<file path="config.mk">
export PLATFORM = sky130hd
export DESIGN_NAME = piecewise_linear_interp
export DESIGN_NICKNAME = d
export VERILOG_FILES = /design/src/hw/rtl/plin_pkg.sv /design/src/hw/rtl/plin_ctrl.sv /design/src/hw/rtl/plin_dp.sv /design/src/hw/rtl/piecewise_linear_interp.sv
export VERILOG_INCLUDE_DIRS = /design/src /design/src/hw/rtl
export SDC_FILE = /design/constraint.sdc
export NUM_CORES = 2
export LEC_CHECK = 0
export ABC_CLOCK_PERIOD_IN_PS = 16379
export BUFFER_PORTS_ARGS = -buffer_cell sky130_fd_sc_hd__clkbuf_2
export CAP_MARGIN = 20
export CORE_ASPECT_RATIO = 0.8
export CORE_MARGIN = 5
export CORE_UTILIZATION = 41
export CTS_CLUSTER_SIZE = 24
export DETAILED_ROUTE_END_ITERATION = 16
export MAX_ROUTING_LAYER = met4
export PLACE_DENSITY = 0.57
export SYNTH_ARGS = -nofsm -noshare
export SYNTH_HDL_FRONTEND = slang
export SYNTH_SLANG_ARGS = --single-unit
</file>
<file path="constraint.sdc">
create_clock -name clk -period 16.38 [get_ports clk]
set_input_delay 1.638 -clock clk [delete_from_list [all_inputs] [get_ports clk]]
set_output_delay 1.638 -clock clk [all_outputs]
set_load 0.05 [all_outputs]
</file>
<file path="src/hw/rtl/piecewise_linear_interp_assert.svh">
// assertion macros shared by the interpolation table modules
`ifndef PIECEWISE_LINEAR_INTERP_ASSERT_SVH
`define PIECEWISE_LINEAR_INTERP_ASSERT_SVH

// same-cycle implication, checked on clk and disabled in reset
`define PLI_ASSERT_IMP(label, ante, cons, msg) \
  label: assert property (@(posedge clk) disable iff (rst) (ante) |-> (cons)) \
    else $error(msg);

// next-cycle implication, checked on clk and disabled in reset
`define PLI_ASSERT_NXT(label, ante, cons, msg) \
  label: assert property (@(posedge clk) disable iff (rst) (ante) |=> (cons)) \
    else $error(msg);

`endif

</file>
<file path="src/hw/rtl/plin_pkg.sv">
// shared constants, codes and controller/datapath interface types
`timescale 1ns / 1ps

package plin_pkg;

  // table geometry and field widths
  localparam int TABLE_DEPTH = 16;
  localparam int IDX_W       = $clog2(TABLE_DEPTH);
  localparam int CNT_W       = 5;
  localparam int TIME_W      = 32;
  localparam int VALUE_W     = 32;

  // product of slope magnitude and time offset, and divider step count
  localparam int PROD_W      = TIME_W + VALUE_W;
  localparam int DIV_STEPS   = VALUE_W;
  localparam int DCNT_W      = $clog2(DIV_STEPS + 1);

  localparam logic [CNT_W-1:0] DEPTH_CNT = CNT_W'(TABLE_DEPTH);

  // item modes
  localparam logic MODE_WRITE = 1'b0;
  localparam logic MODE_EVAL  = 1'b1;

  // result region codes
  localparam logic [1:0] REGION_EMPTY  = 2'd0;
  localparam logic [1:0] REGION_FIRST  = 2'd1;
  localparam logic [1:0] REGION_LAST   = 2'd2;
  localparam logic [1:0] REGION_INTERP = 2'd3;

  // table read address select
  typedef enum logic [1:0] {
    ADDR_ZERO = 2'd0,
    ADDR_LAST = 2'd1,
    ADDR_ONE  = 2'd2,
    ADDR_NEXT = 2'd3
  } addr_sel_t;

  // result source select
  typedef enum logic [1:0] {
    RES_ZERO   = 2'd0,
    RES_RD     = 2'd1,
    RES_LASTV  = 2'd2,
    RES_INTERP = 2'd3
  } res_sel_t;

  // controller to datapath commands
  typedef struct packed {
    logic       wr_en;
    logic       load_query;
    addr_sel_t  addr_sel;
    logic       save_prev;
    logic       save_last;
    logic       save_hit;
    logic       prep;
    logic       mul;
    logic       div_step;
    logic       res_load;
    res_sel_t   res_sel;
    logic [1:0] res_region;
    logic       out_load;
  } plin_cmd_t;

  // datapath to controller status
  typedef struct packed {
    logic n_zero;
    logic t_le_rd;
    logic t_ge_rd;
    logic rd_le_prev;
    logic k_last;
    logic div_last;
    logic out_free;
  } plin_status_t;

endpackage

</file>
<file path="src/hw/rtl/plin_ctrl.sv">
// sequencing state machine for table writes, search and interpolation
`timescale 1ns / 1ps
`include "piecewise_linear_interp_assert.svh"

module plin_ctrl (
  input  logic                   clk,
  input  logic                   rst,
  input  logic                   in_valid,
  input  logic                   mode,
  output logic                   in_stall,
  output logic                   cfg_ready,
  input  plin_pkg::plin_status_t status,
  output plin_pkg::plin_cmd_t    cmd
);
  import plin_pkg::*;

  typedef enum logic [8:0] {
    S_IDLE  = 9'b000000001,
    S_FIRST = 9'b000000010,
    S_LAST  = 9'b000000100,
    S_SCAN  = 9'b000001000,
    S_PREP  = 9'b000010000,
    S_MUL   = 9'b000100000,
    S_DIV   = 9'b001000000,
    S_FIN   = 9'b010000000,
    S_DONE  = 9'b100000000
  } state_t;

  state_t state;
  state_t state_next;
  logic   accept;

  // handshake: items and config only while idle
  assign in_stall  = (state != S_IDLE);
  assign cfg_ready = (state == S_IDLE);
  assign accept    = in_valid && (state == S_IDLE);

  // state register
  always_ff @(posedge clk) begin
    if (rst) begin
      state <= S_IDLE;
    end else begin
      state <= state_next;
    end
  end

  // next state and commands
  always_comb begin
    state_next     = state;
    cmd            = '0;
    cmd.addr_sel   = ADDR_ZERO;
    cmd.res_sel    = RES_ZERO;
    cmd.res_region = REGION_EMPTY;
    unique case (state)
      S_IDLE: begin
        if (accept) begin
          if (mode == MODE_WRITE) begin
            cmd.wr_en = 1'b1;
          end else begin
            cmd.load_query = 1'b1;
            if (status.n_zero) begin
              cmd.res_load   = 1'b1;
              cmd.res_sel    = RES_ZERO;
              cmd.res_region = REGION_EMPTY;
              state_next     = S_DONE;
            end else begin
              state_next = S_FIRST;
            end
          end
        end
      end
      // entry 0 on the read port
      S_FIRST: begin
        cmd.save_prev = 1'b1;
        if (status.t_le_rd) begin
          cmd.res_load   = 1'b1;
          cmd.res_sel    = RES_RD;
          cmd.res_region = REGION_FIRST;
          state_next     = S_DONE;
        end else begin
          cmd.addr_sel = ADDR_LAST;
          state_next   = S_LAST;
        end
      end
      // last entry in use on the read port
      S_LAST: begin
        cmd.save_last = 1'b1;
        if (status.t_ge_rd) begin
          cmd.res_load   = 1'b1;
          cmd.res_sel    = RES_RD;
          cmd.res_region = REGION_LAST;
          state_next     = S_DONE;
        end else begin
          cmd.addr_sel = ADDR_ONE;
          state_next   = S_SCAN;
        end
      end
      // entry k on the read port, look for the bracket
      S_SCAN: begin
        if (status.t_le_rd) begin
          cmd.save_hit = 1'b1;
          if (status.rd_le_prev) begin
            cmd.res_load   = 1'b1;
            cmd.res_sel    = RES_RD;
            cmd.res_region = REGION_INTERP;
            state_next     = S_DONE;
          end else begin
            state_next = S_PREP;
          end
        end else begin
          cmd.save_prev = 1'b1;
          if (status.k_last) begin
            cmd.res_load   = 1'b1;
            cmd.res_sel    = RES_LASTV;
            cmd.res_region = REGION_LAST;
            state_next     = S_DONE;
          end else begin
            cmd.addr_sel = ADDR_NEXT;
          end
        end
      end
      S_PREP: begin
        cmd.prep   = 1'b1;
        state_next = S_MUL;
      end
      S_MUL: begin
        cmd.mul    = 1'b1;
        state_next = S_DIV;
      end
      S_DIV: begin
        cmd.div_step = 1'b1;
        if (status.div_last) begin
          state_next = S_FIN;
        end
      end
      S_FIN: begin
        cmd.res_load   = 1'b1;
        cmd.res_sel    = RES_INTERP;
        cmd.res_region = REGION_INTERP;
        state_next     = S_DONE;
      end
      // wait for the output register
      S_DONE: begin
        if (status.out_free) begin
          cmd.out_load = 1'b1;
          state_next   = S_IDLE;
        end
      end
      default: begin
        state_next = S_IDLE;
      end
    endcase
  end

  `PLI_ASSERT_NXT(a_eval_start, (accept && mode == MODE_EVAL), (state == S_FIRST || state == S_DONE), "evaluate item did not start a search")
  `PLI_ASSERT_NXT(a_div_hold, (state == S_DIV && !status.div_last), (state == S_DIV), "divider left before its last step")
  `PLI_ASSERT_NXT(a_done_hold, (state == S_DONE && !status.out_free), (state == S_DONE), "result dropped while output register full")

endmodule

</file>
<file path="src/hw/rtl/plin_dp.sv">
// breakpoint memory, compare, multiply, restoring divider and output register
`timescale 1ns / 1ps
`include "piecewise_linear_interp_assert.svh"

module plin_dp (
  input  logic                                clk,
  input  logic                                rst,
  input  plin_pkg::plin_cmd_t                 cmd,
  output plin_pkg::plin_status_t              status,
  input  logic                                cfg_wr,
  input  logic [plin_pkg::CNT_W-1:0]          cfg_data,
  input  logic [plin_pkg::IDX_W-1:0]          entry_index,
  input  logic [plin_pkg::TIME_W-1:0]         entry_time,
  input  logic signed [plin_pkg::VALUE_W-1:0] entry_value,
  input  logic [plin_pkg::TIME_W-1:0]         query_time,
  input  logic                                out_stall,
  output logic                                out_valid,
  output logic signed [plin_pkg::VALUE_W-1:0] value_out,
  output logic [1:0]                          region
);
  import plin_pkg::*;

  logic [CNT_W-1:0]          entry_count;
  logic [CNT_W-1:0]          n_use;
  logic [CNT_W-1:0]          n_m1;

  logic [TIME_W-1:0]         times_mem  [TABLE_DEPTH];
  logic [VALUE_W-1:0]        values_mem [TABLE_DEPTH];
  logic [IDX_W-1:0]          rd_addr;
  logic [TIME_W-1:0]         rd_time;
  logic [VALUE_W-1:0]        rd_val;
  logic [IDX_W-1:0]          k;

  logic [TIME_W-1:0]         t_q;
  logic [TIME_W-1:0]         prev_time;
  logic [VALUE_W-1:0]        prev_val;
  logic [TIME_W-1:0]         hit_time;
  logic [VALUE_W-1:0]        hit_val;
  logic [VALUE_W-1:0]        last_val;

  logic [VALUE_W:0]          dy;
  logic [VALUE_W:0]          dy_neg;
  logic [VALUE_W-1:0]        mag;
  logic                      neg;
  logic [TIME_W-1:0]         dx;
  logic [TIME_W-1:0]         den;

  logic [PROD_W-1:0]         prod;
  logic [TIME_W-1:0]         rem;
  logic [VALUE_W-1:0]        quo;
  logic [DCNT_W-1:0]         dcnt;
  logic [TIME_W:0]           rem_sh;
  logic [TIME_W:0]           rem_sub;
  logic                      q_bit;

  logic [VALUE_W+1:0]        interp;
  logic [VALUE_W-1:0]        res_mux;
  logic [VALUE_W-1:0]        res_val;
  logic [1:0]                res_region;

  // entries in use, capped at the table depth
  assign n_use = (entry_count > DEPTH_CNT) ? DEPTH_CNT : entry_count;
  assign n_m1  = n_use - CNT_W'(1);

  // count register
  always_ff @(posedge clk) begin
    if (rst) begin
      entry_count <= '0;
    end else if (cfg_wr) begin
      entry_count <= cfg_data;
    end
  end

  // read address
  always_comb begin
    unique case (cmd.addr_sel)
      ADDR_ZERO: rd_addr = '0;
      ADDR_LAST: rd_addr = n_m1[IDX_W-1:0];
      ADDR_ONE:  rd_addr = IDX_W'(1);
      ADDR_NEXT: rd_addr = k + IDX_W'(1);
      default:   rd_addr = '0;
    endcase
  end

  // breakpoint memory, one write and one registered read
  always_ff @(posedge clk) begin
    if (cmd.wr_en) begin
      times_mem[entry_index]  <= entry_time;
      values_mem[entry_index] <= entry_value;
    end
    rd_time <= times_mem[rd_addr];
    rd_val  <= values_mem[rd_addr];
  end

  // search index follows the read address
  always_ff @(posedge clk) begin
    if (cmd.addr_sel == ADDR_ONE || cmd.addr_sel == ADDR_NEXT) begin
      k <= rd_addr;
    end
  end

  // search registers
  always_ff @(posedge clk) begin
    if (cmd.load_query) begin
      t_q <= query_time;
    end
    if (cmd.save_prev) begin
      prev_time <= rd_time;
      prev_val  <= rd_val;
    end
    if (cmd.save_last) begin
      last_val <= rd_val;
    end
    if (cmd.save_hit) begin
      hit_time <= rd_time;
      hit_val  <= rd_val;
    end
  end

  // slope setup: value step magnitude and sign, time offsets
  assign dy     = {hit_val[VALUE_W-1], hit_val} - {prev_val[VALUE_W-1], prev_val};
  assign dy_neg = (VALUE_W+1)'(0) - dy;

  always_ff @(posedge clk) begin
    if (cmd.prep) begin
      neg <= dy[VALUE_W];
      mag <= dy[VALUE_W] ? dy_neg[VALUE_W-1:0] : dy[VALUE_W-1:0];
      dx  <= t_q - prev_time;
      den <= hit_time - prev_time;
    end
  end

  // product and one restoring divide step
  assign prod    = PROD_W'(mag) * PROD_W'(dx);
  assign rem_sh  = {rem, quo[VALUE_W-1]};
  assign rem_sub = rem_sh - {1'b0, den};
  assign q_bit   = (rem_sh >= {1'b0, den});

  // divider; quotient fits in VALUE_W bits so the high half starts below den
  always_ff @(posedge clk) begin
    if (cmd.mul) begin
      rem <= prod[PROD_W-1:VALUE_W];
      quo <= prod[VALUE_W-1:0];
    end else if (cmd.div_step) begin
      rem <= q_bit ? rem_sub[TIME_W-1:0] : rem_sh[TIME_W-1:0];
      quo <= {quo[VALUE_W-2:0], q_bit};
    end
  end

  // divide step counter
  always_ff @(posedge clk) begin
    if (rst) begin
      dcnt <= '0;
    end else if (cmd.mul) begin
      dcnt <= DCNT_W'(DIV_STEPS);
    end else if (cmd.div_step) begin
      dcnt <= dcnt - DCNT_W'(1);
    end
  end

  // apply the signed step to the left value
  assign interp = neg ? ({{2{prev_val[VALUE_W-1]}}, prev_val} - {2'b00, quo})
                      : ({{2{prev_val[VALUE_W-1]}}, prev_val} + {2'b00, quo});

  // result select
  always_comb begin
    unique case (cmd.res_sel)
      RES_ZERO:   res_mux = '0;
      RES_RD:     res_mux = rd_val;
      RES_LASTV:  res_mux = last_val;
      RES_INTERP: res_mux = interp[VALUE_W-1:0];
      default:    res_mux = '0;
    endcase
  end

  always_ff @(posedge clk) begin
    if (cmd.res_load) begin
      res_val    <= res_mux;
      res_region <= cmd.res_region;
    end
  end

  // output register valid
  always_ff @(posedge clk) begin
    if (rst) begin
      out_valid <= 1'b0;
    end else if (cmd.out_load) begin
      out_valid <= 1'b1;
    end else if (!out_stall) begin
      out_valid <= 1'b0;
    end
  end

  // output register payload
  always_ff @(posedge clk) begin
    if (cmd.out_load) begin
      value_out <= res_val;
      region    <= res_region;
    end
  end

  // status to the controller
  assign status.n_zero     = (n_use == '0);
  assign status.t_le_rd    = (t_q <= rd_time);
  assign status.t_ge_rd    = (t_q >= rd_time);
  assign status.rd_le_prev = (rd_time <= prev_time);
  assign status.k_last     = (CNT_W'(k) == n_m1);
  assign status.div_last   = (dcnt == DCNT_W'(1));
  assign status.out_free   = !out_valid || !out_stall;

  `PLI_ASSERT_IMP(a_rem_below_den, (dcnt != '0), (rem < den), "divider remainder reached the divisor")
  `PLI_ASSERT_IMP(a_den_nonzero, (dcnt != '0), (den != '0), "division by a zero time span")
  `PLI_ASSERT_NXT(a_out_loaded, cmd.out_load, out_valid, "loaded result not presented")

endmodule

</file>
<file path="src/hw/rtl/piecewise_linear_interp.sv">
// breakpoint table with clamped linear interpolation, top level
// a write item leaves the block idle and the next item may follow at once; an evaluate item
// loads its result at once for an empty table, after the first or last entry check or the
// scan when clamped, else after the scan, setup, multiply, 32 restoring divide steps and final
// add, or at the scan if bracket times do not rise; input stalls until the result enters the
// output register; synchronous active-high reset clears entry count and control; table undefined until written
`timescale 1ns / 1ps

module piecewise_linear_interp (
  input  logic                                clk,
  input  logic                                rst,
  input  logic                                in_valid,
  output logic                                in_stall,
  input  logic                                mode,
  input  logic [plin_pkg::IDX_W-1:0]          entry_index,
  input  logic [plin_pkg::TIME_W-1:0]         entry_time,
  input  logic signed [plin_pkg::VALUE_W-1:0] entry_value,
  input  logic [plin_pkg::TIME_W-1:0]         query_time,
  output logic                                out_valid,
  input  logic                                out_stall,
  output logic signed [plin_pkg::VALUE_W-1:0] value_out,
  output logic [1:0]                          region,
  input  logic                                cfg_valid,
  output logic                                cfg_ready,
  input  logic [plin_pkg::CNT_W-1:0]          cfg_data
);
  import plin_pkg::*;

  plin_cmd_t    cmd;
  plin_status_t status;
  logic         cfg_wr;

  // config write strobe
  assign cfg_wr = cfg_valid && cfg_ready;

  // controller
  plin_ctrl u_ctrl (
    .clk       (clk),
    .rst       (rst),
    .in_valid  (in_valid),
    .mode      (mode),
    .in_stall  (in_stall),
    .cfg_ready (cfg_ready),
    .status    (status),
    .cmd       (cmd)
  );

  // datapath
  plin_dp u_dp (
    .clk         (clk),
    .rst         (rst),
    .cmd         (cmd),
    .status      (status),
    .cfg_wr      (cfg_wr),
    .cfg_data    (cfg_data),
    .entry_index (entry_index),
    .entry_time  (entry_time),
    .entry_value (entry_value),
    .query_time  (query_time),
    .out_stall   (out_stall),
    .out_valid   (out_valid),
    .value_out   (value_out),
    .region      (region)
  );

endmodule

</file>
Word-level counts from Yosys, hierarchy flattened
Memories as Yosys holds them, arrays and structs flattened. A register that Yosys moved wholly into a read port is not among the register bits.
Index checks and enable logic that the tools add are counted.
Word-level totals
  word-level logic and storage cells: 130
  input bits: 111
  memories kept: 2
  output and inout bits: 37
  bits in registers: 446
  bits in writable memories: 1024
Memories
  u_dp.times_mem: depth 16, bits a word 32, read ports 1, clocked after memory_dff 1, write ports 1, RTL line plin_dp.sv:27  | logic [TIME_W-1:0] times_mem [TABLE_DEPTH];
  u_dp.values_mem: depth 16, bits a word 32, read ports 1, clocked after memory_dff 1, write ports 1, RTL line plin_dp.sv:28  | logic [VALUE_W-1:0] values_mem [TABLE_DEPTH];
Cells by class
  $lt $le $gt $ge: 5
  add/subtract/negate cells: 10
  muxes and demuxes: 54
  reductions and logical operators: 12
  multiply operators: 1
  equal/unequal tests: 24
Operators by type and width (count)
  $mux W32: 7
  $pmux W32 S4: 1
  $sub A32 B32 Y32: 4
  $mux W9: 10
  $pmux W9 S9: 1
  $le A32 B32 Y1: 2
  $mul A32 B32 Y64: 1
  $mux W5: 9
  $ge A33 B32 Y1: 1
  $sub A32 B32 Y33: 1
  $add A32 B32 Y32: 1
  $ge A32 B32 Y1: 1
  $sub A1 B32 Y32 const A: 1
  $pmux W5 S5: 1
  $pmux W4 S4: 1
  $mux W1: 15
  $mux W6: 2
  $eq A9 B1 Y1 const B: 1
  $eq A9 B2 Y1 const B: 1
  $eq A9 B3 Y1 const B: 1
  $eq A9 B4 Y1 const B: 1
  $eq A9 B5 Y1 const B: 1
  $eq A9 B6 Y1 const B: 1
  $eq A9 B7 Y1 const B: 1
  other kinds (26): 40

Longest topological paths before layout
  depth after elaboration: 9
  depth in mapped cells: 31

By module
From an unflattened synthesis, not the netlist that was laid out.
Second synthesis, totals
  cell total of the unflattened synthesis: 8033
  area total of the unflattened synthesis: 100321.2 sq um
Modules (own cells, without submodules)
  plin_dp: cells each 7918, instances 1, seq. area each 45033.2 sq um, area each 99470.4 sq um
  plin_ctrl: cells each 114, instances 1, seq. area each 180.2 sq um, area each 844.6 sq um
  piecewise_linear_interp: cells each 1, instances 1, seq. area each 0.0 sq um, area each 6.3 sq um

Worst setup path before layout
Ideal clock, no wire load.
  path kind: register to register
  start: register u_dp.dx[2]
  end: register u_dp.rem[27] (data pin)
  period minus slack after synthesis: 7914 ps
  cell stages (with the launch flop): 30
  path slack: 8466 ps
  data arrival time: 7655 ps
  setup time: 259 ps
  required time: 16121 ps
  path through: edfxtp_1 -> clkbuf_1 -> and2_1 -> fa_1 -> inv_1 -> fa_1 -> fa_1 -> fa_1 -> inv_1 -> fa_1 -> inv_1 -> fa_1 -> inv_1 -> fa_1 -> inv_1 -> fa_1 -> inv_1 -> ha_1 -> buf_2 -> nand2_1 -> nor2_1 -> nand3_1 -> o311ai_0 -> o21a_1 -> o21ai_1 -> a211o_1 -> a21oi_1 -> nor2_1 -> o2111a_1 -> a211o_1
On the way
  longest elaborated chain between the ends: 2
RTL lines
  start: declaration: RTL line plin_dp.sv:45  | logic [TIME_W-1:0] dx;
  start signal: assignment: RTL line plin_dp.sv:128  | dx <= t_q - prev_time;
  $mul A32 B32 Y64: RTL line plin_dp.sv:134  | assign prod = PROD_W'(mag) * PROD_W'(dx);
  $mux W32: RTL line plin_dp.sv:141  | if (cmd.mul) begin
  end signal: assignment: RTL line plin_dp.sv:142  | rem <= prod[PROD_W-1:VALUE_W];
  end signal: assignment: RTL line plin_dp.sv:145  | rem <= q_bit ? rem_sub[TIME_W-1:0] : rem_sh[TIME_W-1:0];
  end: declaration: RTL line plin_dp.sv:49  | logic [TIME_W-1:0] rem;
No other way between the ends.
A chain may end at the register's enable or synchronous reset.

Worst setup path after layout
  start: register u_dp.dx[7]
  end: register u_dp.rem[27] (data pin)
The elaborated chain is that of the path after synthesis.

==> flow_summary.toml <==
[timing]
report.final.slew_viol_count = 0
hold_viol_final = 0
period_share_pct = 55.4
fin_worst_skew_ps = 89.0
setup_tns_ps = 0
clock.fmax_mhz = 110
fin_crit_ps = 9080
rsz0062_at_grt = "no"
setup_violations = 0
worst_pin_slew_ps = 1290
relSlewSlack_pct = 12.9

[critical_path]
crit_path_start_kind = "flip-flop"
worst-path-buf-inv = 7
arrival_ps = 9570
worst_path_largest_cell_delay_ps = 1100
critPathCaptureType = "flip-flop"
crit_required_ps = 16870
critPathSlowestCell = "edfxtp_1"
timing_worst_setup_path_type = "flip-flop to flip-flop"
cpLargestDelayFamily = "adder cells"
crit_top_cell = "fa_1"
critPathMaxFanout = 32

[finish]
final_common_cell = "edfxtp_1"
final_nets = 9949
area.growth.synth_to_final_pct = 9.37
layout-drive-gt1-share_pct = 8.06
final_cell_mix = "edfxtp_1, inv_1, fa_1, nand2_1, and2_1"
top_regs = "u_dp.times_mem x512, u_dp.values_mem x512"

[logic_synthesis]
synth_top_family_by_area = "adder cells"
synth-simple-area-share_pct = 10.6
ys.flop_type = "edfxtp_1"
synth_seq_cells = 1534
synth_area_leaders = "edfxtp_1, fa_1, ha_1"
synth_seq_area_share_pct = 44.9
synthAdderAreaFrac_pct = 24.0
synth_top_area_share_pct = 43.2
synth_edf_count = 1449
synth_top_cell_by_area = "edfxtp_1"
synth_cell_types = 103
synth_mux_area_share_pct = 5.44
synthCells = 8393
synth_compound_area_share_pct = 7.38
ys_warn_count = 0
synth_xor_area_share_pct = 2.14
synthesis.nets = 9896
ys_async_sr_fraction_pct = 0
synth_area_per_cell_um2 = 12.0
syn_area_um2 = 101000

[pwr]
power_density_nw_per_um2 = 84.1
p_sw_uw = 2490
power.leakage_uw = 0.0433
sequentialPowerShare_pct = 50.0
p_comb_share_pct = 13.1
peakVddDrop_mv = 0.155
cellInternalPower_uw = 6780
clock_power_share_pct = 36.8
switching_share_pct = 26.8
p_total_uw = 9270

[die]
initial_core_util_pct = 41.3
fp.dieW_um = 564
pin_count = 148
die_y_um = 453
die-area_um2 = 256000
core_um2 = 244000
row_count = 162

[route]
wl_per_cell_um = 23.0
drt_iter0_drc = 5233
drc_errors = 0
num_vias = 63900
dr.pass1.iters = 8
vias_per_cell = 5.39
wl_mm = 273
ant_nets = 0

[job]
max_cap_violations = 0

[grt]
grt_use_total_pct = 22.0
grt_pass1_wl_mm = 418
use_met2_pct = 33.5
grt.overflow.total = 0
antenna_found_initial = 42
gr-usage-met3_pct = 3.19
grt_start_max_net_pins = 145
gr-usage-met1_pct = 32.0
top_usage_layer = "met2"
grt_pass1_vias = 65300

[clock_network]
postCtsSetupRepairBufs = 0
clock_sinks = 1534
root_buffer = "clkbuf_16"
clkLatencyLatePin_ps = 830
cts-buffers-inserted = 156
cts.clk_slew.worst_paths_ps = 80
cts_tree = "done"
post_cts_resized = 0
htreeDepth = 4
hold_buffers = 0
clockBufferDepth = 4

[outcome]
outcome = "finished clean"

[placement]
place.gp.congestion = 0.901
dp_hpwl_mm = 192
port_buffers = 147

[worst_hold_path]
min_path_type = "flip-flop to flip-flop"
==> synth_stat cells (8+ instances only) <==
library cell     n
mux2_2         124
nand3b_1        11
o21a_1          34
ha_1           491
dfxtp_1         85
nand3_1         72
a21o_1         148
buf_2           80
inv_1         1090
fa_1           901
a221o_1         16
a31oi_1         29
nand2b_1        44
nor4_1          15
nor3b_1         13
edfxtp_1      1449
o211ai_1        14
o22ai_1         15
a41oi_1          8
nand4_1         29
and2_1         587
xor2_1          79
a211oi_1        92
nor2b_1         31
a21oi_1        246
o32ai_1         65
nor2_1         352
or3_1           20
nor3_1         197
o21ai_0        159
clkbuf_1       292
xnor2_1        165
and3_1          27
a211o_1         16
nand2_1        692
or2_2           10
a21boi_0        16
mux2i_1        408
o21bai_1        31
a22oi_1         13
a2111oi_0       63
o31ai_1         17
==> logic make-up (layout without fill, tap and decap cells) <==
kind of cell,count (synthesis),in the layout
and+or+nand+nor,2146,2146
muxes,532,532
DFF,1534,1534
AOI/OAI and AO/OA,1068,1068
buffers and inverters,1476,1639
other,0,23
adders and majority gates,1392,1392
xor gates and xnor gates,245,245
==> power by group through the flow <==
| stage | clock [uW] | combinational, uW | sequential [uW] |
|---|---|---|---|
| after floorplan | 0 | 682 | 4650 |
| after global placement | 0 | 1190 | 4720 |
| after detailed placement | 0 | 1210 | 4730 |
| after CTS | 3490 | 1220 | 4640 |
| after global routing | 3660 | 1310 | 4660 |
| final | 3410 | 1220 | 4640 |
==> worst register-to-register path, delay by kind of cell (launching register included) <==
kind / cells / cell delay (ps)
and+or+nand+nor: 5 / 840
DFF: 1 / 1100
AOI/OAI and AO/OA: 7 / 2040
adders and majority gates: 9 / 4340
buffers and inverters: 7 / 520
==> cell type report <==
| class | instances | area [um2] |
|---|---|---|
| Fill cell | 22300 | 134000 |
| Sequential cell | 1534 | 45200 |
| Clock inverter | 58 | 457 |
| Inverter | 1092 | 4100 |
| Antenna cell | 23 | 57.6 |
| Clock buffer | 210 | 4310 |
| Multi-Input combinational cell | 5383 | 50100 |
| Timing Repair Buffer | 279 | 1840 |
| Tap cell | 3280 | 4100 |
==> metrics by stage <==
stage | utilization [%] | area, um2 | setup WS (ps) | instances | hold slack (ps)
after floorplan | - | 101000 | 8470 | 8393 | 400
after global placement | 43.1 | 105000 | 7300 | 11600 | 406
after detailed placement | 43.1 | 105000 | 7390 | 11600 | 407
after CTS | 45.1 | 110000 | 7290 | 11800 | 407
after global routing | 45.2 | 110000 | 6840 | 11900 | 426
final | 45.2 | 110000 | 7300 | 11900 | 410
==> per-layer routing <==
| layer | up-vias | wire length [um] |
|---|---|---|
| li1 | 28900 | - |
| met3 | 296 | 16700 |
| met1 | 32900 | 129000 |
| met5 | - | 0 |
| met2 | 1817 | 123000 |
| met4 | 0 | 4100 |
==> worst paths after layout <==
kind	start	end	slack, ps	depth (start not counted)
max	u_dp.dx[7]	u_dp.rem[27]	7300	28
min	u_dp.res_val[20]	u_dp.value_out[20]	410	0
max reg2reg	u_dp.dx[7]	u_dp.rem[27]	7300	28
min reg2reg	u_dp.res_val[20]	u_dp.value_out[20]	410	0
Note: power is estimated with default switching activity, not from simulation.
